`src/rtl/scpc_pkg.sv`:
```
// ----------------------------------------------------------------------------
// Serial camera pixel capture package
// Types, codes and sizes shared by the capture unit's modules.
// ----------------------------------------------------------------------------
package scpc_pkg;

  localparam int unsigned PIXEL_BITS    = 8;
  localparam int unsigned BUFFER_DEPTH  = 65536;
  localparam int unsigned WAIT_W        = 24;
  localparam int unsigned ROWLEN_W      = 11;
  localparam int unsigned COUNT_W       = 10;
  localparam int unsigned FRAME_W       = 16;
  localparam int unsigned PIX_W         = 8;
  localparam int unsigned BIT_IDX_W     = 3;
  localparam int unsigned ADDR_W        = 16;
  localparam int unsigned PROD_W        = COUNT_W + ROWLEN_W;
  localparam int unsigned SUM_W         = PROD_W + 1;
  localparam int unsigned CFG_DATA_W    = 24;
  localparam int unsigned CFG_IDX_W     = 1;
  localparam int unsigned QUEUE_DEPTH   = 4;
  localparam int unsigned QUEUE_PTR_W   = $clog2(QUEUE_DEPTH);
  localparam int unsigned QUEUE_CNT_W   = QUEUE_PTR_W + 1;
  localparam int unsigned COUNT_MAX     = (1 << COUNT_W) - 1;
  localparam int unsigned WAIT_RESET    = 65535;
  localparam int unsigned ROWLEN_RESET  = 320;

  typedef enum logic [1:0] {
    PH_IDLE    = 2'd0,
    PH_WAIT    = 2'd1,
    PH_CAPTURE = 2'd2
  } phase_e;

  typedef enum logic [1:0] {
    KIND_PIXEL   = 2'd0,
    KIND_FRAME   = 2'd1,
    KIND_TIMEOUT = 2'd2
  } kind_e;

  typedef enum logic [CFG_IDX_W-1:0] {
    CFG_WAIT_LIMIT = 1'd0,
    CFG_ROW_LENGTH = 1'd1
  } cfg_reg_e;

  // Classified event passed from the front end to the back end.
  typedef struct packed {
    kind_e               kind;
    logic [PIX_W-1:0]    pixel;
    logic [COUNT_W-1:0]  row;
    logic [COUNT_W-1:0]  column;
    logic [FRAME_W-1:0]  frames;
  } scpc_event_t;

endpackage

```
`src/rtl/scpc_queue.sv`:
```
// ----------------------------------------------------------------------------
// Serial camera pixel capture: event queue
// Short first-in first-out queue between the front end and the back end.
// ----------------------------------------------------------------------------
module scpc_queue import scpc_pkg::*; (
  input  logic        clk_i,
  input  logic        rst_ni,
  input  logic        push_valid_i,
  input  scpc_event_t push_data_i,
  output logic        push_ready_o,
  output logic        pop_valid_o,
  output scpc_event_t pop_data_o,
  input  logic        pop_ready_i
);

  scpc_event_t            entry_q [QUEUE_DEPTH];
  logic [QUEUE_PTR_W-1:0] wr_ptr_q, wr_ptr_d;
  logic [QUEUE_PTR_W-1:0] rd_ptr_q, rd_ptr_d;
  logic [QUEUE_CNT_W-1:0] count_q, count_d;
  logic                   push;
  logic                   pop;

  assign push_ready_o = count_q != QUEUE_CNT_W'(QUEUE_DEPTH);
  assign pop_valid_o  = count_q != '0;
  assign pop_data_o   = entry_q[rd_ptr_q];
  assign push         = push_valid_i && push_ready_o;
  assign pop          = pop_valid_o && pop_ready_i;

  always_comb begin
    wr_ptr_d = push ? wr_ptr_q + QUEUE_PTR_W'(1) : wr_ptr_q;
    rd_ptr_d = pop ? rd_ptr_q + QUEUE_PTR_W'(1) : rd_ptr_q;
    count_d  = count_q + QUEUE_CNT_W'(push) - QUEUE_CNT_W'(pop);
  end

  always_ff @(posedge clk_i) begin
    if (push) begin
      entry_q[wr_ptr_q] <= push_data_i;
    end
  end

  always_ff @(posedge clk_i or negedge rst_ni) begin
    if (!rst_ni) begin
      wr_ptr_q <= '0;
      rd_ptr_q <= '0;
      count_q  <= '0;
    end else begin
      wr_ptr_q <= wr_ptr_d;
      rd_ptr_q <= rd_ptr_d;
      count_q  <= count_d;
    end
  end

endmodule

```
`config.mk`:
```
export PLATFORM = sky130hd
export DESIGN_NAME = scpc_queue
export DESIGN_NICKNAME = d
export VERILOG_FILES = /design/src/rtl/scpc_pkg.sv /design/src/rtl/scpc_queue.sv
export SDC_FILE = /design/constraint.sdc
export NUM_CORES = 1
export LEC_CHECK = 0
export ABC_CLOCK_PERIOD_IN_PS = 2400
export CAP_MARGIN = 10
export CORE_ASPECT_RATIO = 0.9
export CORE_MARGIN = 5
export CORE_UTILIZATION = 45
export DETAILED_ROUTE_END_ITERATION = 12
export DONT_BUFFER_PORTS = 1
export GPL_TIMING_DRIVEN = 0
export PLACE_DENSITY = 0.61
export REMOVE_ABC_BUFFERS = 1
export SLEW_MARGIN = 20
export SYNTH_ARGS = -nofsm -noshare
export SYNTH_HDL_FRONTEND = slang
export SYNTH_SLANG_ARGS = --single-unit
```
`constraint.sdc`:
```
create_clock -name clk_i -period 2.4 [get_ports clk_i]
set_input_delay 0.36 -clock clk_i [delete_from_list [all_inputs] [get_ports clk_i]]
set_output_delay 0.36 -clock clk_i [all_outputs]
set_load 0.05 [all_outputs]
```
* Yosys cells after proc, flatten, opt, wreduce, memory -nomap -nowiden
Memories as Yosys holds them, arrays and structs flattened. Index checks and enable logic that the tools add are counted.
Cells by class: $add $sub $neg 4, multiply operators 0, div/mod/pow operators 0, magnitude comparators 0, eq/ne operators 1, shifts and indexed selects 0, muxes and demuxes 2, bitwise operators 0, reduce and logical (&&, ||, !) cells 3
Operators by type and width (count):
- 2-bit by 1-bit adder with 2-bit output (second input constant) | 2
- 3-bit by 1-bit adder with 3-bit output | 1
- 3-bit != test (second input constant) | 1
- 3-bit nonzero test | 1
- 3-bit by 1-bit subtractor with 3-bit output | 1
- 1-bit logical AND | 2
- 1-bit 2-to-1 mux | 2
Word-level totals: bits in registers 7, latch bits 0, memory bits (writable) 184, ROM bits 0, input bits 50, word-level logic and storage cells 14, memories kept 1
Memory list:
- entry_q | depth 4, width 46, rd ports 1, clocked after memory_dff 0, write ports 1, RTL line scpc_queue.sv:16 | scpc_event_t entry_q [QUEUE_DEPTH];

* Logic depth before layout (Yosys ltp)
Gate-level depths: netlist (run 1).
word-level depth 4, mapped depth 9, gate-level depth less buffers 9

* Worst setup path after synthesis (run 1)
Ideal clock, no wire load.
path kind register to register, start reg count_q[2], end mem entry_q[0][0] (netlist bit) (enable), setup time 0.408 ns, arrival 1.834 ns, data required time 1.992 ns, setup slack 0.157 ns, stages on the path, launching flop included 3, period minus slack after synthesis 2.243 ns, cells stage by stage dfrtp_1 nor3b_2 and3b_1
On the way: cells in the longest elaborated chain, start to end 4
Ends and longest elaborated chain:
- from (decl) | RTL line scpc_queue.sv:19 | logic [QUEUE_CNT_W-1:0] count_q, count_d;
- from (signal assigned) | RTL line scpc_queue.sv:49 | count_q <= count_d;
- 3-bit != test | RTL line scpc_queue.sv:23 | assign push_ready_o = count_q != QUEUE_CNT_W'(QUEUE_DEPTH);
- 1-bit logical AND | RTL line scpc_queue.sv:26 | assign push = push_valid_i && push_ready_o;
- 1-bit 2-to-1 mux | RTL line scpc_queue.sv:36 | if (push) begin
- 1-bit 2-to-1 mux (not written as such) | RTL line scpc_queue.sv:37 | entry_q[wr_ptr_q] <= push_data_i;
- to (decl) | RTL line scpc_queue.sv:16
No other way between the ends.

==> results of run 1 <==
## cells in the mapped netlist (all sizes together)
library cell / number
nand2: 1
clkbuf: 1
xnor2: 3
dfrtp: 7
buf: 9
edfxtp: 184
nand2b: 4
nor3b: 1
and3b: 4
fa: 1
inv: 6
o211ai: 2
mux4: 46
o311ai: 1
nand4bb: 2
ha: 6
or3: 1
xor2: 1
o31a: 1
## through the flow
stage | util [%] | instance area (sq um) | setup slack, ps
2_1_floorplan | - | 7030 | -705
3_5_place_dp | 48.0 | 7410 | 13.2
6_report | 53.0 | 8190 | 84.4
4_1_cts | 52.1 | 8050 | 30.4
3_3_place_gp | 47.1 | 7280 | -1540
5_1_grt | 53.0 | 8190 | 3.86
## registers in the layout, summed over array words and instances (netlist names)
| signal | flops |
|---|---|
| rd_ptr_q | 2 |
| count_q | 3 |
| wr_ptr_q | 2 |
| entry_q | 184 |
## path summary, 6_finish.rpt
check                                      from             end  cells after the start
worst max-delay path                rd_ptr_q[1]   pop_data_o[2]                      1
worst min-delay path            push_data_i[19]  entry_q[3][19]                      0
worst max register to register       count_q[1]      count_q[2]                      9
worst min register to register      wr_ptr_q[0]     wr_ptr_q[0]                      2
max in group asynchronous                rst_ni     rd_ptr_q[0]                      1
min in group asynchronous                rst_ni      count_q[0]                      1
## worst reg2reg max path: cells and delay by family, from the launching register on
| kind | cells | cell delay (ps) |
|---|---|---|
| xor+xnor | 2 | 280 |
| fa+ha+maj | 3 | 730 |
| buf+inv | 2 | 110 |
| simple gates | 2 | 470 |
| flops | 1 | 500 |
## routing by layer
layer  part of all wire (%)  wire (um)
met1                     37       4480
met2                     51       6170
met3                    9.8       1180
met4                    1.6        187
met5                      0          0
## power breakdown
| part | internal [uW] | switching, uW |
|---|---|---|
| Sequential | 4410 | 391 |
| Clock | 1650 | 1200 |
| Combinational | 1210 | 2960 |
## logic make-up after synthesis
logic type	Yosys count
XOR/XNOR	4
AO/OA/AOI/OAI	4
AND/OR/NAND/NOR	13
multiplexers	46
buffers and inverters	16
adder cells (fa/ha/maj)	7
flip-flops	191
## layout make-up
cell class	instances	area, sq um
clock buffers	17	425
clock inverters	14	176
fillers	1184	7250
inverters	6	22.5
multi-input cells	74	1330
flip-flops and latches	191	5710
well taps	202	253
repair buffers	22	278
## timing repair
action,4_1_cts,5_1_grt
gates resized for setup,1,0
hold buffers,1,13
hold endpoints to repair,7,37
pin swaps,0,1
buffers inserted,2,1
setup endpoints to repair,30,1
==> impl_metrics.yaml, run 1 <==
drt:
  drt_iter0_markers: 175
  drt-total-wl_mm: 12.0
  first_pass_iters: 4
  avgRoutedWirePerCell_um: 22.8
  ant_nets: 0
  drc_errors: 0
  vias_per_cell: 5.48
  vias: 2883
layout:
  num_antenna_cells: 0
  mostFrequentLayoutCell: "edfxtp_1"
  layoutNonFillerInstCount: 526
  area_growth_pct: 15.3
  finalNetCount: 369
  most-common-layout-cells: "184 x edfxtp_1, 46 x mux4_2, 17 x clkbuf_16, 14 x dlygate4sd3_1"
  drive_gt1_share_pct: 28.4
worst_setup_path:
  worst-path-max-fanout: 47
  crit_chain: "mux4_2"
  cp_slowest_cell: "dfrtp_4"
  endpoint_kind: "output port"
  worstSetupPathType: "reg2out"
  reg2reg_slack_ps: 200
  critPathLaunchType: "register"
  critPathBufInv: 0
  cp_data_required_time_ps: 2040
  arrival_ps: 1960
  cp_top_family: "flip-flops"
  crit_path_max_incr_delay_ps: 910
power:
  leakage_uw: 0.00261
  p_per_area_nw_per_um2: 1440
  total_power_uw: 11800
  ir_worst_vdd_mv: 1.08
logic_synthesis:
  yosys.area.top_type_share_pct: 77.8
  synth_cell_types: 21
  syn_inst: 281
  yosys.area_share.adder_pct: 1.34
  synthTopCellsByArea: "edfxtp_1 78%, mux4_2 15%, dfrtp_1 2.5%"
  synth_compound_area_share_pct: 0.458
  yosys.area.top_type: "edfxtp_1"
  synth.avg_cell_area_sq_um: 25.3
  yosys_warnings: 0
  yosys.area_share.simple_pct: 1.48
  synth_mux_area_share_pct: 14.6
  synth_seq_cells: 191
  yosysSeqAreaShare_pct: 80.3
  synth_top_family_by_area: "multiplexers"
  synth_xor_area_share_pct: 0.493
  syn_area_sq_um: 7100
global_routing:
  grt_pass1_wl_mm: 18.4
  grt.busiest_layer: "met2"
  grtUsageMet3_pct: 6.61
  grt_use_met2_pct: 22.4
  first_global_vias: 3111
  antenna_found_initial: 0
  grt_max_degree: 48
  met1_usage_pct: 16.1
  grt_overflow: 0
  grtUsageTotal_pct: 13.8
min_path:
  hold_class: "in2reg"
die:
  die_height_um: 129
  die_x_um: 142
  ioPinCount: 98
  die_area_sq_um: 18400
  coreArea_sq_um: 15400
  initial_core_util_pct: 46.0
  placementRows: 43
sta:
  fin_crit_sh_pct: 96.5
  period_minus_slack_ps: 2320
  maxSlewHeadroom_pct: 50.4
  finalClockSkew_ps: 6.71
  max_freq_mhz: 432
  slew_viol_final: 0
  hold_viol: 0
  setup_tns_ps: 0
  rsz0062_at_grt: "no"
  whs_ps: 27.2
  setup_viol: 0
  worst_pin_slew_ps: 743
clocking:
  worstSkewPairLatency_ps: 420
  cts_buffer_depth: 2
  clock-root-buffer: "clkbuf_16"
  tritoncts: "done"
  numCtsBuffers: 17
  path_clk_slew_ps: 70
  htreeDepth: 4
  cts_sinks: 191
run_status:
  status: "completed"
place:
  port_buffers: 0
  gp_congestion: 0.695
  dp_hpwl_mm: 7.16
  dp_cells: 478
run:
  cap_violations: 0
No activity file was read; power rests on OpenSTA's default activity.
==> inputs of run 2 (changes only) <==
CORE_ASPECT_RATIO = 0.7   (was 0.9)
REMOVE_ABC_BUFFERS = not set   (was 1)
==> run 2 against run 1 <==
Clock skew up 3.4 ps. Sequential power down 4%. Largest power group unchanged. Final cell count down 0.38%. Design area down 1.5%. Clock-buffer cell count up 1. Hold slack better by 0.75 ps. Global-route usage up 0.54 points.
==> impl_metrics.yaml, run 2 (synthesized netlist as in run 1, its figures left out) <==
worst_setup_path:
  reg2reg_to: "count_q[2]"
  reg2reg_slack_ps: 220
  worst-path-max-fanout: 10
  worstSetupPathType: "reg2out"
  reg2reg_depth: 8
  cp_data_required_time_ps: 2040
  r2r-start: "count_q[1]"
  critPathLaunchType: "register"
  arrival_ps: 1920
  endpoint_kind: "output port"
drt:
  vias_per_cell: 5.48
  first_pass_iters: 4
  avgRoutedWirePerCell_um: 23.8
  drt-total-wl_mm: 12.5
  vias: 2874
  ant_nets: 0
  drc_errors: 0
  drt_iter0_markers: 182
global_routing:
  grt_use_met2_pct: 22.7
  grt_pass1_wl_mm: 19.2
  antenna_found_initial: 0
  grtUsageMet3_pct: 7.67
  grt_overflow: 0
  first_global_vias: 3167
  grt_max_degree: 30
  grt.busiest_layer: "met2"
  met1_usage_pct: 17.2
  grtUsageTotal_pct: 14.4
clocking:
  clock-root-buffer: "clkbuf_16"
  numCtsBuffers: 17
  htreeDepth: 4
  path_clk_slew_ps: 70
  tritoncts: "done"
  cts_buffer_depth: 2
  cts_sinks: 191
  worstSkewPairLatency_ps: 420
layout:
  drive_gt1_share_pct: 28.7
  area_growth_pct: 13.6
  largest_reg_flops: 184
  fin_util_pct: 52.0
  mostFrequentLayoutCell: "edfxtp_1"
  reg.largest.list: "entry_q (184), count_q (3)"
  num_antenna_cells: 0
  finalNetCount: 368
  most-common-layout-cells: "184 x edfxtp_1, 46 x mux4_2, 17 x clkbuf_16, 7 x dfrtp_1"
  largest_register: "entry_q"
  n_fill_cell: 1188
sta:
  slew_viol_final: 0
  period_minus_slack_ps: 2280
  rsz0062_at_grt: "no"
  setup_viol: 0
  setup_tns_ps: 0
  hold_viol: 0
  worst_pin_slew_ps: 590
  maxSlewHeadroom_pct: 60.7
  whs_ps: 28.0
  postLayoutSetupSlackWorst_ps: 124
  finalClockSkew_ps: 10.1
  fin_crit_sh_pct: 94.8
  max_freq_mhz: 439
run_status:
  status: "completed"
min_path:
  min_to: "entry_q[2][44]"
  hold_depth: 0
  worstHoldStart: "push_data_i[44]"
  hold_class: "in2reg"
die:
  die_height_um: 115
  ioPinCount: 98
  die_area_sq_um: 18400
  coreArea_sq_um: 15500
  die_x_um: 160
  placementRows: 38
  initial_core_util_pct: 45.8
power:
  p_per_area_nw_per_um2: 1440
  ir_worst_vdd_mv: 0.651
  leakage_uw: 0.00257
place:
  gp_congestion: 0.684
  port_buffers: 0
  pre_cts_ws_ps: 70.2
  dp_hpwl_mm: 7.70
run:
  cap_violations: 0
logic_synthesis:
  syn_nets: 338
-- run 2: cell types whose count changed in the layout (fill, tap and decap cells not counted), sizes merged --
cell / delta
buf: +6
bufinv: -2
inv: -5
clkbuf: +3
dlygate4sd3: -9
clkinv: +7
-- run 2: worst max path at each step --
stage / cells past startpoint / from / to
6_report: 3 / rd_ptr_q[1] / pop_data_o[22]
5_1_grt: 3 / rd_ptr_q[1] / pop_data_o[22]
4_1_cts: 3 / rd_ptr_q[0] / pop_data_o[40]
3_5_place_dp: 9 / count_q[1] / count_q[2]
3_3_place_gp: 2 / count_q[2] / entry_q[2][13]
2_1_floorplan: 2 / count_q[2] / entry_q[0][0]
-- run 2: repair_timing --
item                                   4_1_cts  5_1_grt
endpoints found under the hold margin        7       10
setup endpoints to repair                    0       22
resized for setup                            0        6
buffers inserted                             0        2
hold buffers                                 1        4
-- run 2: final cells by class --
type	instances	area, sq um	area share, %
repair buffers	11	153	1.89
inverters	6	22.5	0.279
multi-input cells	74	1330	16.4
plain buffers	10	83.8	1.04
clock buffers	18	429	5.32
flip-flops and latches	191	5700	70.7
clock inverters	14	98.8	1.23
well taps	200	250	3.10
-- run 2: report_power, final --
| part | switching, uW | leakage, uW | internal, uW |
|---|---|---|---|
| logic | 3200 | 0.000545 | 1250 |
| clock network | 1140 | 0.000261 | 1410 |
| registers | 201 | 0.00177 | 4400 |
| total | 4540 | 0.00257 | 7060 |
-- run 2: per-layer routing --
layer  wire length (um)  part of all wire (%)  up-vias
met4                121                  0.97        0
li1                   -                     -     1248
met3               1230                   9.8       10
met2               5900                    47       79
met5                  0                     0        -
met1               5230                    42     1537
-- run 2: metrics by stage --
stage                     cells  total power [uW]  area, sq um
after global routing        524             12100         8060
after detailed placement    485              9180         7450
final                       524             11600         8060
after global placement      481              9050         7350
after CTS                   518             11700         7990
after floorplan             281              8370         7100
-- run 2: worst max-delay path, cell delays in order (launching register included) --
cell and delay (ps):
dfrtp_1 340, buf_2 270, buf_2 340, mux4_2 530
