**src/rtl/scpc_pkg.sv**
```systemverilog
// ----------------------------------------------------------------------------
// Serial camera pixel capture package
// Types, codes and sizes shared by the capture unit's modules.
// ----------------------------------------------------------------------------
package scpc_pkg;

  localparam int unsigned PIXEL_BITS    = 8;
  localparam int unsigned BUFFER_DEPTH  = 65536;
  localparam int unsigned WAIT_W        = 24;
  localparam int unsigned ROWLEN_W      = 11;
  localparam int unsigned COUNT_W       = 10;
  localparam int unsigned FRAME_W       = 16;
  localparam int unsigned PIX_W         = 8;
  localparam int unsigned BIT_IDX_W     = 3;
  localparam int unsigned ADDR_W        = 16;
  localparam int unsigned PROD_W        = COUNT_W + ROWLEN_W;
  localparam int unsigned SUM_W         = PROD_W + 1;
  localparam int unsigned CFG_DATA_W    = 24;
  localparam int unsigned CFG_IDX_W     = 1;
  localparam int unsigned QUEUE_DEPTH   = 4;
  localparam int unsigned QUEUE_PTR_W   = $clog2(QUEUE_DEPTH);
  localparam int unsigned QUEUE_CNT_W   = QUEUE_PTR_W + 1;
  localparam int unsigned COUNT_MAX     = (1 << COUNT_W) - 1;
  localparam int unsigned WAIT_RESET    = 65535;
  localparam int unsigned ROWLEN_RESET  = 320;

  typedef enum logic [1:0] {
    PH_IDLE    = 2'd0,
    PH_WAIT    = 2'd1,
    PH_CAPTURE = 2'd2
  } phase_e;

  typedef enum logic [1:0] {
    KIND_PIXEL   = 2'd0,
    KIND_FRAME   = 2'd1,
    KIND_TIMEOUT = 2'd2
  } kind_e;

  typedef enum logic [CFG_IDX_W-1:0] {
    CFG_WAIT_LIMIT = 1'd0,
    CFG_ROW_LENGTH = 1'd1
  } cfg_reg_e;

  // Classified event passed from the front end to the back end.
  typedef struct packed {
    kind_e               kind;
    logic [PIX_W-1:0]    pixel;
    logic [COUNT_W-1:0]  row;
    logic [COUNT_W-1:0]  column;
    logic [FRAME_W-1:0]  frames;
  } scpc_event_t;

endpackage

```
**src/rtl/scpc_if.sv**
```systemverilog
// ----------------------------------------------------------------------------
// Serial camera pixel capture channels
// Valid/ready channels for pin samples, results and register writes.
// ----------------------------------------------------------------------------
interface scpc_pix_if;
  logic valid;
  logic ready;
  logic mode;
  logic vsync;
  logic hsync;
  logic pixel_clock;
  logic data_bit;

  modport source (output valid, mode, vsync, hsync, pixel_clock, data_bit, input ready);
  modport sink   (input valid, mode, vsync, hsync, pixel_clock, data_bit, output ready);
  modport mon    (input valid, ready, mode, vsync, hsync, pixel_clock, data_bit);
endinterface


```
**src/rtl/scpc_front.sv**
```systemverilog
// ----------------------------------------------------------------------------
// Serial camera pixel capture: front end
// Accepts pin samples and arm commands, tracks the capture state and
// classifies items into pixel, frame-done and timeout events.
// ----------------------------------------------------------------------------
module scpc_front import scpc_pkg::*; (
  input  logic              clk_i,
  input  logic              rst_ni,
  scpc_pix_if.sink          pix_i,
  input  logic [WAIT_W-1:0] wait_limit_i,
  output logic              ev_valid_o,
  output scpc_event_t       ev_o,
  input  logic              ev_ready_i
);

  phase_e                 phase_q, phase_d;
  logic [WAIT_W-1:0]      wait_count_q, wait_count_d;
  logic                   last_pclk_q, last_pclk_d;
  logic                   last_hsync_q, last_hsync_d;
  logic [BIT_IDX_W-1:0]   bit_index_q, bit_index_d;
  logic [PIX_W-1:0]       shift_q, shift_d;
  logic [COUNT_W-1:0]     row_q, row_d;
  logic [COUNT_W-1:0]     column_q, column_d;
  logic [FRAME_W-1:0]     frames_q, frames_d;
  logic                   accept;
  logic                   pclk_fall;
  logic                   wait_expired;
  logic [PIX_W-1:0]       shift_next;

  assign pix_i.ready  = ev_ready_i;
  assign accept       = pix_i.valid && ev_ready_i;
  assign pclk_fall    = last_pclk_q && !pix_i.pixel_clock;
  assign wait_expired = wait_count_q >= wait_limit_i;
  assign shift_next   = shift_q | (PIX_W'(pix_i.data_bit) << bit_index_q);

  always_comb begin
    phase_d = phase_q;
    if (accept) begin
      if (pix_i.mode) begin
        phase_d = PH_WAIT;
      end else begin
        case (phase_q)
          PH_WAIT: begin
            if (pix_i.vsync) begin
              phase_d = PH_CAPTURE;
            end else if (wait_expired) begin
              phase_d = PH_IDLE;
            end
          end
          PH_CAPTURE: begin
            if (!pix_i.vsync) begin
              phase_d = PH_IDLE;
            end
          end
          default: phase_d = phase_q;
        endcase
      end
    end
  end

  always_comb begin
    wait_count_d = wait_count_q;
    last_pclk_d  = last_pclk_q;
    last_hsync_d = last_hsync_q;
    bit_index_d  = bit_index_q;
    shift_d      = shift_q;
    row_d        = row_q;
    column_d     = column_q;
    frames_d     = frames_q;
    ev_valid_o   = 1'b0;
    ev_o.kind    = KIND_PIXEL;
    ev_o.pixel   = '0;
    ev_o.row     = row_q;
    ev_o.column  = column_q;
    ev_o.frames  = frames_q;
    if (accept) begin
      if (pix_i.mode) begin
        wait_count_d = '0;
        row_d        = '0;
        column_d     = '0;
        bit_index_d  = '0;
        shift_d      = '0;
      end else begin
        last_pclk_d  = pix_i.pixel_clock;
        last_hsync_d = pix_i.hsync;
        case (phase_q)
          PH_WAIT: begin
            if (pix_i.vsync) begin
              bit_index_d = '0;
              shift_d     = '0;
            end else if (wait_expired) begin
              ev_valid_o = 1'b1;
              ev_o.kind  = KIND_TIMEOUT;
            end else begin
              wait_count_d = wait_count_q + WAIT_W'(1);
            end
          end
          PH_CAPTURE: begin
            if (!pix_i.vsync) begin
              bit_index_d = '0;
              shift_d     = '0;
              frames_d    = frames_q + FRAME_W'(1);
              ev_valid_o  = 1'b1;
              ev_o.kind   = KIND_FRAME;
              ev_o.frames = frames_d;
            end else if (pix_i.hsync) begin
              if (pclk_fall) begin
                if (bit_index_q == BIT_IDX_W'(PIXEL_BITS - 1)) begin
                  ev_valid_o  = 1'b1;
                  ev_o.kind   = KIND_PIXEL;
                  ev_o.pixel  = shift_next;
                  bit_index_d = '0;
                  shift_d     = '0;
                  if (column_q != COUNT_W'(COUNT_MAX)) begin
                    column_d = column_q + COUNT_W'(1);
                  end
                end else begin
                  shift_d     = shift_next;
                  bit_index_d = bit_index_q + BIT_IDX_W'(1);
                end
              end
            end else if (last_hsync_q) begin
              if (row_q != COUNT_W'(COUNT_MAX)) begin
                row_d = row_q + COUNT_W'(1);
              end
              column_d    = '0;
              bit_index_d = '0;
              shift_d     = '0;
            end
          end
          default: begin
          end
        endcase
      end
    end
  end

  always_ff @(posedge clk_i or negedge rst_ni) begin
    if (!rst_ni) begin
      phase_q      <= PH_IDLE;
      wait_count_q <= '0;
      last_pclk_q  <= 1'b0;
      last_hsync_q <= 1'b0;
      bit_index_q  <= '0;
      shift_q      <= '0;
      row_q        <= '0;
      column_q     <= '0;
      frames_q     <= '0;
    end else begin
      phase_q      <= phase_d;
      wait_count_q <= wait_count_d;
      last_pclk_q  <= last_pclk_d;
      last_hsync_q <= last_hsync_d;
      bit_index_q  <= bit_index_d;
      shift_q      <= shift_d;
      row_q        <= row_d;
      column_q     <= column_d;
      frames_q     <= frames_d;
    end
  end

endmodule

```
**src/flat_wrapper.sv**
```systemverilog
// flat-port wrapper written by rule: the top's interface ports become plain ports
module scpc_front_flat import scpc_pkg::*;
  (clk_i, rst_ni, wait_limit_i, ev_valid_o, ev_o, ev_ready_i, pix_i_valid, pix_i_mode, pix_i_vsync, pix_i_hsync, pix_i_pixel_clock, pix_i_data_bit, pix_i_ready);
  scpc_pix_if pix_i_i ();
  input  logic clk_i;
  input  logic rst_ni;
  input  logic [WAIT_W-1:0] wait_limit_i;
  output logic ev_valid_o;
  output scpc_event_t ev_o;
  input  logic ev_ready_i;
  input wire logic [$bits(pix_i_i.valid)-1:0] pix_i_valid;
  input wire logic [$bits(pix_i_i.mode)-1:0] pix_i_mode;
  input wire logic [$bits(pix_i_i.vsync)-1:0] pix_i_vsync;
  input wire logic [$bits(pix_i_i.hsync)-1:0] pix_i_hsync;
  input wire logic [$bits(pix_i_i.pixel_clock)-1:0] pix_i_pixel_clock;
  input wire logic [$bits(pix_i_i.data_bit)-1:0] pix_i_data_bit;
  output wire logic [$bits(pix_i_i.ready)-1:0] pix_i_ready;
  assign pix_i_i.valid = pix_i_valid;
  assign pix_i_i.mode = pix_i_mode;
  assign pix_i_i.vsync = pix_i_vsync;
  assign pix_i_i.hsync = pix_i_hsync;
  assign pix_i_i.pixel_clock = pix_i_pixel_clock;
  assign pix_i_i.data_bit = pix_i_data_bit;
  assign pix_i_ready = pix_i_i.ready;
  scpc_front u_core (.clk_i(clk_i), .rst_ni(rst_ni), .pix_i(pix_i_i), .wait_limit_i(wait_limit_i), .ev_valid_o(ev_valid_o), .ev_o(ev_o), .ev_ready_i(ev_ready_i));
endmodule
```
**config.mk**
```make
export PLATFORM = sky130hd
export DESIGN_NAME = scpc_front_flat
export DESIGN_NICKNAME = d
export VERILOG_FILES = /design/src/rtl/scpc_pkg.sv /design/src/rtl/scpc_if.sv /design/src/rtl/scpc_front.sv /design/src/flat_wrapper.sv
export SDC_FILE = /design/constraint.sdc
export NUM_CORES = 1
export LEC_CHECK = 0
export ABC_CLOCK_PERIOD_IN_PS = 2850
export CAP_MARGIN = 10
export CELL_PAD_IN_SITES_DETAIL_PLACEMENT = 0
export CELL_PAD_IN_SITES_GLOBAL_PLACEMENT = 1
export CORE_ASPECT_RATIO = 1.1
export CORE_UTILIZATION = 40
export CTS_BUF_LIST = sky130_fd_sc_hd__clkbuf_4
export CTS_CLUSTER_DIAMETER = 100
export DETAILED_ROUTE_END_ITERATION = 8
export DONT_BUFFER_PORTS = 1
export PLACE_DENSITY_LB_ADDON = 0.12
export SLEW_MARGIN = 25
export SYNTH_ARGS = -nofsm -noshare
export SYNTH_HDL_FRONTEND = slang
export SYNTH_SLANG_ARGS = --single-unit
```
**constraint.sdc**
```tcl
create_clock -name clk_i -period 2.85 [get_ports clk_i]
set_input_delay 0 -clock clk_i [delete_from_list [all_inputs] [get_ports clk_i]]
set_output_delay 0 -clock clk_i [all_outputs]
set_load 0.01 [all_outputs]
```
======== After elaboration in Yosys (flattened, before gate mapping) ========
Cells that the tools add are included.
operators by class
  add/sub/neg operators ................... 5
  $mul .................................... 0
  divide/modulo/power cells ............... 0
  magnitude comparators ................... 1
  equality and inequality tests ........... 16
  shift-type cells ........................ 1
  mux-type cells .......................... 63
  bitwise logic cells ..................... 2
  reduce and logical (&&, ||, !) cells .... 16
operators with widths
  operator               number
  $mux 10                18
  $mux 24                4
  $mux 8                 10
  $mux 16                4
  $add 24x1->24 const B  1
  $ge 24x24->1           1
  $mux 3                 7
  $add 10x1->10 const B  2
  $ne 10x10->1 const B   2
  $add 16x1->16 const B  1
  $pmux 8 s2             1
  $mux 2                 7
  $ne 5x4->1 const B     2
  $reduce_bool 2->1      5
  $ne 3x2->1 const B     3
  $mux 1                 8
  $or 8x8->8             1
  $pmux 2 s2             2
  $reduce_and 4->1       2
  $shl 1x3->8            1
  $reduce_and 7->1       1
  $ne 2x2->1 const B     3
  $ne 3x3->1 const B     2
  $pmux 3 s2             1
  13 further kinds       15
storage, ports and cells
  flip-flop bits (word level) ............. 75
  bits in latches ......................... 0
  RAM bits ................................ 0
  bits in read-only memories .............. 0
  input bits .............................. 33
  word-level logic and storage cells ...... 113
  memories kept ........................... 0

======== Depth between registers and ports, before layout ========
  word-level depth ........................ 9
  mapped depth ............................ 10

======== Worst setup path after synthesis ========
No wires, ideal clock.
  path type ............................... register to register
  start ................................... reg u_core.wait_count_q[0]
  end ..................................... reg u_core.wait_count_q[18]
  setup time .............................. 132 ps
  data arrival time ....................... 2061 ps
  path slack .............................. 657 ps
  cell stages (with the launch flop) ...... 11
  buffers on the path ..................... 1
  path through ............................ dfrtp_1 inv_1 ha_1 nand2b_4 a211oi_2 o221ai_1 a41o_4 buf_6 nor4_2 xnor2_1 nor2_1
between the ends
  cells in the longest elaborated chain, start to end .. 5
  elaborated cells on any way between the ends .. 8
  those cells by class .................... add/sub: 1; order compare: 1; eq/ne: 1; mux: 4; reduce/logical: 1
ends and longest elaborated chain
  what                      RTL line           source
  start: declaration        scpc_front.sv:17   logic [WAIT_W-1:0] wait_count_q, wait_count_d;
  start signal: assignment  scpc_front.sv:151  wait_count_q <= wait_count_d;
  $add 24x1->24             scpc_front.sv:95   wait_count_d = wait_count_q + WAIT_W'(1);
  $mux 24                   scpc_front.sv:91   end else if (wait_expired) begin
  $mux 24                   scpc_front.sv:88   if (pix_i.vsync) begin
  $mux 24                   scpc_front.sv:86   case (phase_q)
  $mux 24                   scpc_front.sv:77   if (pix_i.mode) begin
Parallel ways exist; a longest one is shown, timed or not. The select of a mux whose other input is x is not followed.
A chain may end at the register's enable or synchronous reset.

======== Final worst setup path ========
  start ................................... reg u_core.wait_count_q[0]
  end ..................................... out ev_valid_o
between the ends
  cells in the longest elaborated chain, start to end .. 6
ends and longest elaborated chain
  what              RTL line           source
  $ge 24x24->1      scpc_front.sv:33   assign wait_expired = wait_count_q >= wait_limit_i;
  $mux 1            scpc_front.sv:91
  $mux 1            scpc_front.sv:88
  $pmux 1 s2        scpc_front.sv:86
  $mux 1            scpc_front.sv:77
  $mux 1            scpc_front.sv:76   if (accept) begin
  end: declaration  flat_wrapper.sv:8  output logic ev_valid_o;
No other way between the ends.

==> implementation parameters <==
Parameter                              Value

Timing
  Final setup TNS ... 0 ns
  RSZ-0062 raised after global routing ... false
  Setup clock skew after layout ... 0.01847 ns
  Final setup violation count ... 0
  Fmax ... around 370 MHz
  Worst Setup Slack, final ... ~0.13 ns
  Total count of hold-check failures in the final report ... 0
  Max-slew headroom ... 0.6164
  Worst Max-Slew Pin Slew ... 0.5733 ns
  Minimum clock period after layout ... roughly 2.7 ns
  Total count of max-transition violations in the final report ... 0
  Final cycle utilization of the critical path ... 0.9531

Yosys
  Instance count of the mapped netlist ... around 500
  Total of flip-flops plus latches after synthesis ... 75
  Yosys cell types ... 55
  Async SR Flop Fraction ... 1.000
  EDFF count, synth ... 0
  Proportion of netlist area held by the largest area contributor ... 0.4042
  Leading area contributor after synthesis ... dfrtp_1
  Sequential fraction of the synthesis area ... 0.4042
  Ranking of synthesized cells by area ... dfrtp_1, ha_1, nor2_1, xnor2_1, nand2_1
  Ys flop type ... dfrtp_1
  Syn_area_per_cell ... between 9 and 10 sq um
  Cell area after technology mapping ... about 0.0046 sq mm
  Count of warnings emitted by yosys ... 0
  Synthesized netlist net count ... ~560

Global routing
  Via count of the first global-routing pass ... between 3000 and 4000
  Global route overflow ... 0
  Maximum number of pins on one net before global-route repair ... 76
  Antenna violations before repair ... 0
  Global routing usage summed across all routing layers ... 0.1871
  First-pass GRT wire length ... 17.76 mm

Routing
  Post-route met1 wirelength ... 5.002 mm
  DRC ... 0
  Post-DR wirelength/cell ... 15.95 um
  Final wirelength ... 10.59 mm
  Via count ... roughly 3600
  Initial DRC Count ... between 100 and 150
  Vias per inst ... 5.453
  Length of the first detailed-routing pass in iterations ... 6
  Met2 wirelength from detailed routing ... around 4.9 mm
  Met3 routed WL ... about 560 um
  Max layer used ... met4
  Number of routed nets with antenna violations ... 0

Place
  Placed cell area ... slightly below 0.005 sq mm
  Placed instance count ... approximately 640
  Estimated wirelength of the detail-placed design ... 7.542 mm
  Setup Slack @ Placement ... ~0.32 ns
  Final weighted congestion of routability-driven global placement ... between 0.7 and 0.8
  Number of buffers inserted by port buffering ... 0

Final layout
  Post-route cell area ... 0.005114 sq mm
  Flip-flop and latch area ... 0.001878 sq mm
  Non-filler cells in the finished layout ... 664
  Synthesis-to-layout area growth ... 10.13%
  Final Net Count ... between 500 and 600
  Fraction of final layout cells sized beyond drive strength 1 ... 0.1141
  Number of fillers in the final layout ... around 1100
  Multi-input combinational cell area ... about 0.0026 sq mm
  Final antenna diode count ... 0

Clock tree
  Deepest clock path buffer count ... 2
  Clock tree from TritonCTS ... built
  Number of sinks driven by the clock tree ... 75
  Buffer type at the clock tree root ... clkbuf_4
  Maximum level of the CTS H-tree ... 3
  Number of buffers added by the clock tree synthesis step ... 9
  Clk_lat worst skew ... 0.43 ns
  Clock-pin slew of the registers on the worst-case setup and hold paths ... roughly 0.13 ns

Setup path
  Critical Path Start Type ... register
  CP max FO ... 10
  Type of the setup path with the least slack ... reg -> out
  Setup slack, reg-to-reg ... around 0.27 ns
  Sort of element at the end of the critical path ... output pin
  Depth of the worst register-to-register path ... 10
  Critical register-to-register path endpoint ... u_core.wait_count_q[1]
  Launching point of the worst reg2reg path ... u_core.wait_count_q[19]
  CP Data Required Time ... between 2 and 3 ns
  Arrival time of the worst setup path ... about 2.7 ns

Power
  Final total power ... 2.448 mW
  Leakage power ... around 2.4 nW
  Total power per unit cell area ... between 400 and 500 mW/mm^2
  Worst voltage drop across the vdd grid ... 0.2592 mV

Die
  Chip width ... 104.7 um
  Core area ... ~0.011 sq mm
  Die boundary height ... ~120 um
  Number of primary I/O pins ... between 80 and 90
  Placement row count ... 40
  Die outline area ... between 0.01 and 0.015 sq mm
  Initial core utilization ... 0.4179

Hold path
  Hold wc startpoint ... ev_ready_i
  Terminating pin of the worst hold path ... pix_i_ready
  Path category of the worst min-delay check ... in -> out
  Number of cells traversed by the worst hold path ... 0

Outcome
  Status ... finished, final reports clean

Run
  Number of max-cap violations ... 0
==> worst max-delay path, cell delays in order (launching register included) <==
cell and delay [ns]:
dfrtp_1 0.41, inv_1 0.10, ha_1 0.23, nand2b_4 0.14
a211oi_2 0.21, o221ai_1 0.18, a41o_4 0.28, buf_4 0.20
o211a_4 0.29, a31o_2 0.25
==> synth_stat cells (all sizes together), types with 7 or more instances <==
| library cell | number |
|---|---|
| nor2 | 65 |
| dfrtp | 75 |
| nand3 | 21 |
| xnor2 | 25 |
| and2 | 7 |
| nor3 | 8 |
| and3 | 10 |
| nor2b | 8 |
| nand4 | 22 |
| a31oi | 7 |
| nand2 | 48 |
| clkbuf | 8 |
| ha | 32 |
| nor4 | 14 |
| nand2b | 8 |
| inv | 32 |
| o21ai | 14 |
| a21oi | 23 |
| xor2 | 16 |
| buf | 7 |
==> how the worst max path moves through the flow <==
stage                             from                 endpoint  slack, ns  cells past startpoint
5_1_grt         u_core.wait_count_q[7]               ev_valid_o      0.004                      8
3_5_place_dp   u_core.wait_count_q[19]        u_core.phase_q[1]       0.32                      9
6_report        u_core.wait_count_q[0]               ev_valid_o       0.13                      9
3_3_place_gp   u_core.wait_count_q[21]        u_core.phase_q[1]       0.35                      9
2_1_floorplan   u_core.wait_count_q[0]  u_core.wait_count_q[18]       0.66                     10
4_1_cts        u_core.wait_count_q[21]               ev_valid_o       0.07                      7
==> power breakdown <==
part,internal [mW],switching [mW],total [mW]
clock,0.361,0.413,0.775
combinational,0.190,0.283,0.473
sequential,1.13,0.0720,1.20
total,1.68,0.769,2.45
==> flip-flops by register name, indices dropped and copies added, names as in the netlist <==
register and cells:
u_core.bit_index_q 3, u_core.frames_q 16, u_core.shift_q 8, u_core.last_pclk_q 1
u_core.phase_q 2, u_core.wait_count_q 24, u_core.last_hsync_q 1, u_core.row_q 10
u_core.column_q 10
==> kinds of logic (layout without fill, tap and decap cells) <==
| kind of cell | count (synthesis) | count (layout) | synth area share |
|---|---|---|---|
| fa+ha+maj | 32 | 32 | 0.08623 |
| mux | 9 | 9 | 0.02021 |
| xor+xnor | 41 | 41 | 0.07734 |
| buf+inv | 47 | 67 | 0.04365 |
| compound gates | 68 | 68 | 0.09944 |
| simple gates | 225 | 225 | 0.2689 |
| flops | 75 | 75 | 0.4042 |
==> timing repair <==
item	in CTS	in global routing
setup endpoints to repair	1	2
pin swaps	1	0
buffers inserted	2	0
hold buffers	8	0
gates resized for setup	2	3
endpoints found under the hold margin	103	0
==> per-layer routing <==
metal | vias up | global-route usage
li1 | 1775 | -
met1 | 1767 | 0.2484
met2 | 72 | 0.2954
met3 | 7 | 0.05215
met4 | 0 | 0.06385
met5 | - | 0
==> layout by cell type (no fill, tap or decap), types with 2 or more instances in the layout <==
cell type      synthesis  routed
or3_1                  2       2
a221o_1                2       2
nor4_2                10       9
xor2_1                16      16
a21oi_1               23      23
a21o_1                 6       6
nand3_1               20      20
nor4_1                 3       3
and2_1                 7       7
xnor2_1               25      25
nor2_1                64      63
nor3b_1                3       3
clkbuf_4               0       9
nand2b_1               7       7
a31oi_1                7       7
nor4_4                 1       2
ha_1                  32      32
inv_1                 31      31
and3_1                10      10
dlygate4sd3_1          0       7
nor2_2                 1       2
dfrtp_1               75      74
nand4_1               20      20
inv_6                  0       2
nor3_1                 7       7
o21ai_1                2       2
nor2b_1                8       7
mux2i_1                6       6
mux2_2                 3       3
a41oi_1                3       3
nand4b_1               3       3
nand2_1               48      48
bufinv_16              0       2
o21ai_0               12      12
and4_1                 5       5
buf_4                  2      11
==> cell type report <==
class,instances,area share
Clock buffer,9,0.01321
Sequential cell,75,0.3673
Multi-Input combinational cell,375,0.5055
Tap cell,147,0.03597
Clock inverter,7,0.01933
Timing Repair Buffer,19,0.03523
Inverter,32,0.02349
==> through the flow <==
step                  util  hold slack (ns)
floorplan                -          -0.2956
global placement    0.4331          -0.2931
detailed placement  0.4331          -0.2934
CTS                 0.4597        0.0001676
global route        0.4602       0.00001694
finish              0.4602       0.00007507
Note: power is estimated with default switching activity, not from simulation.
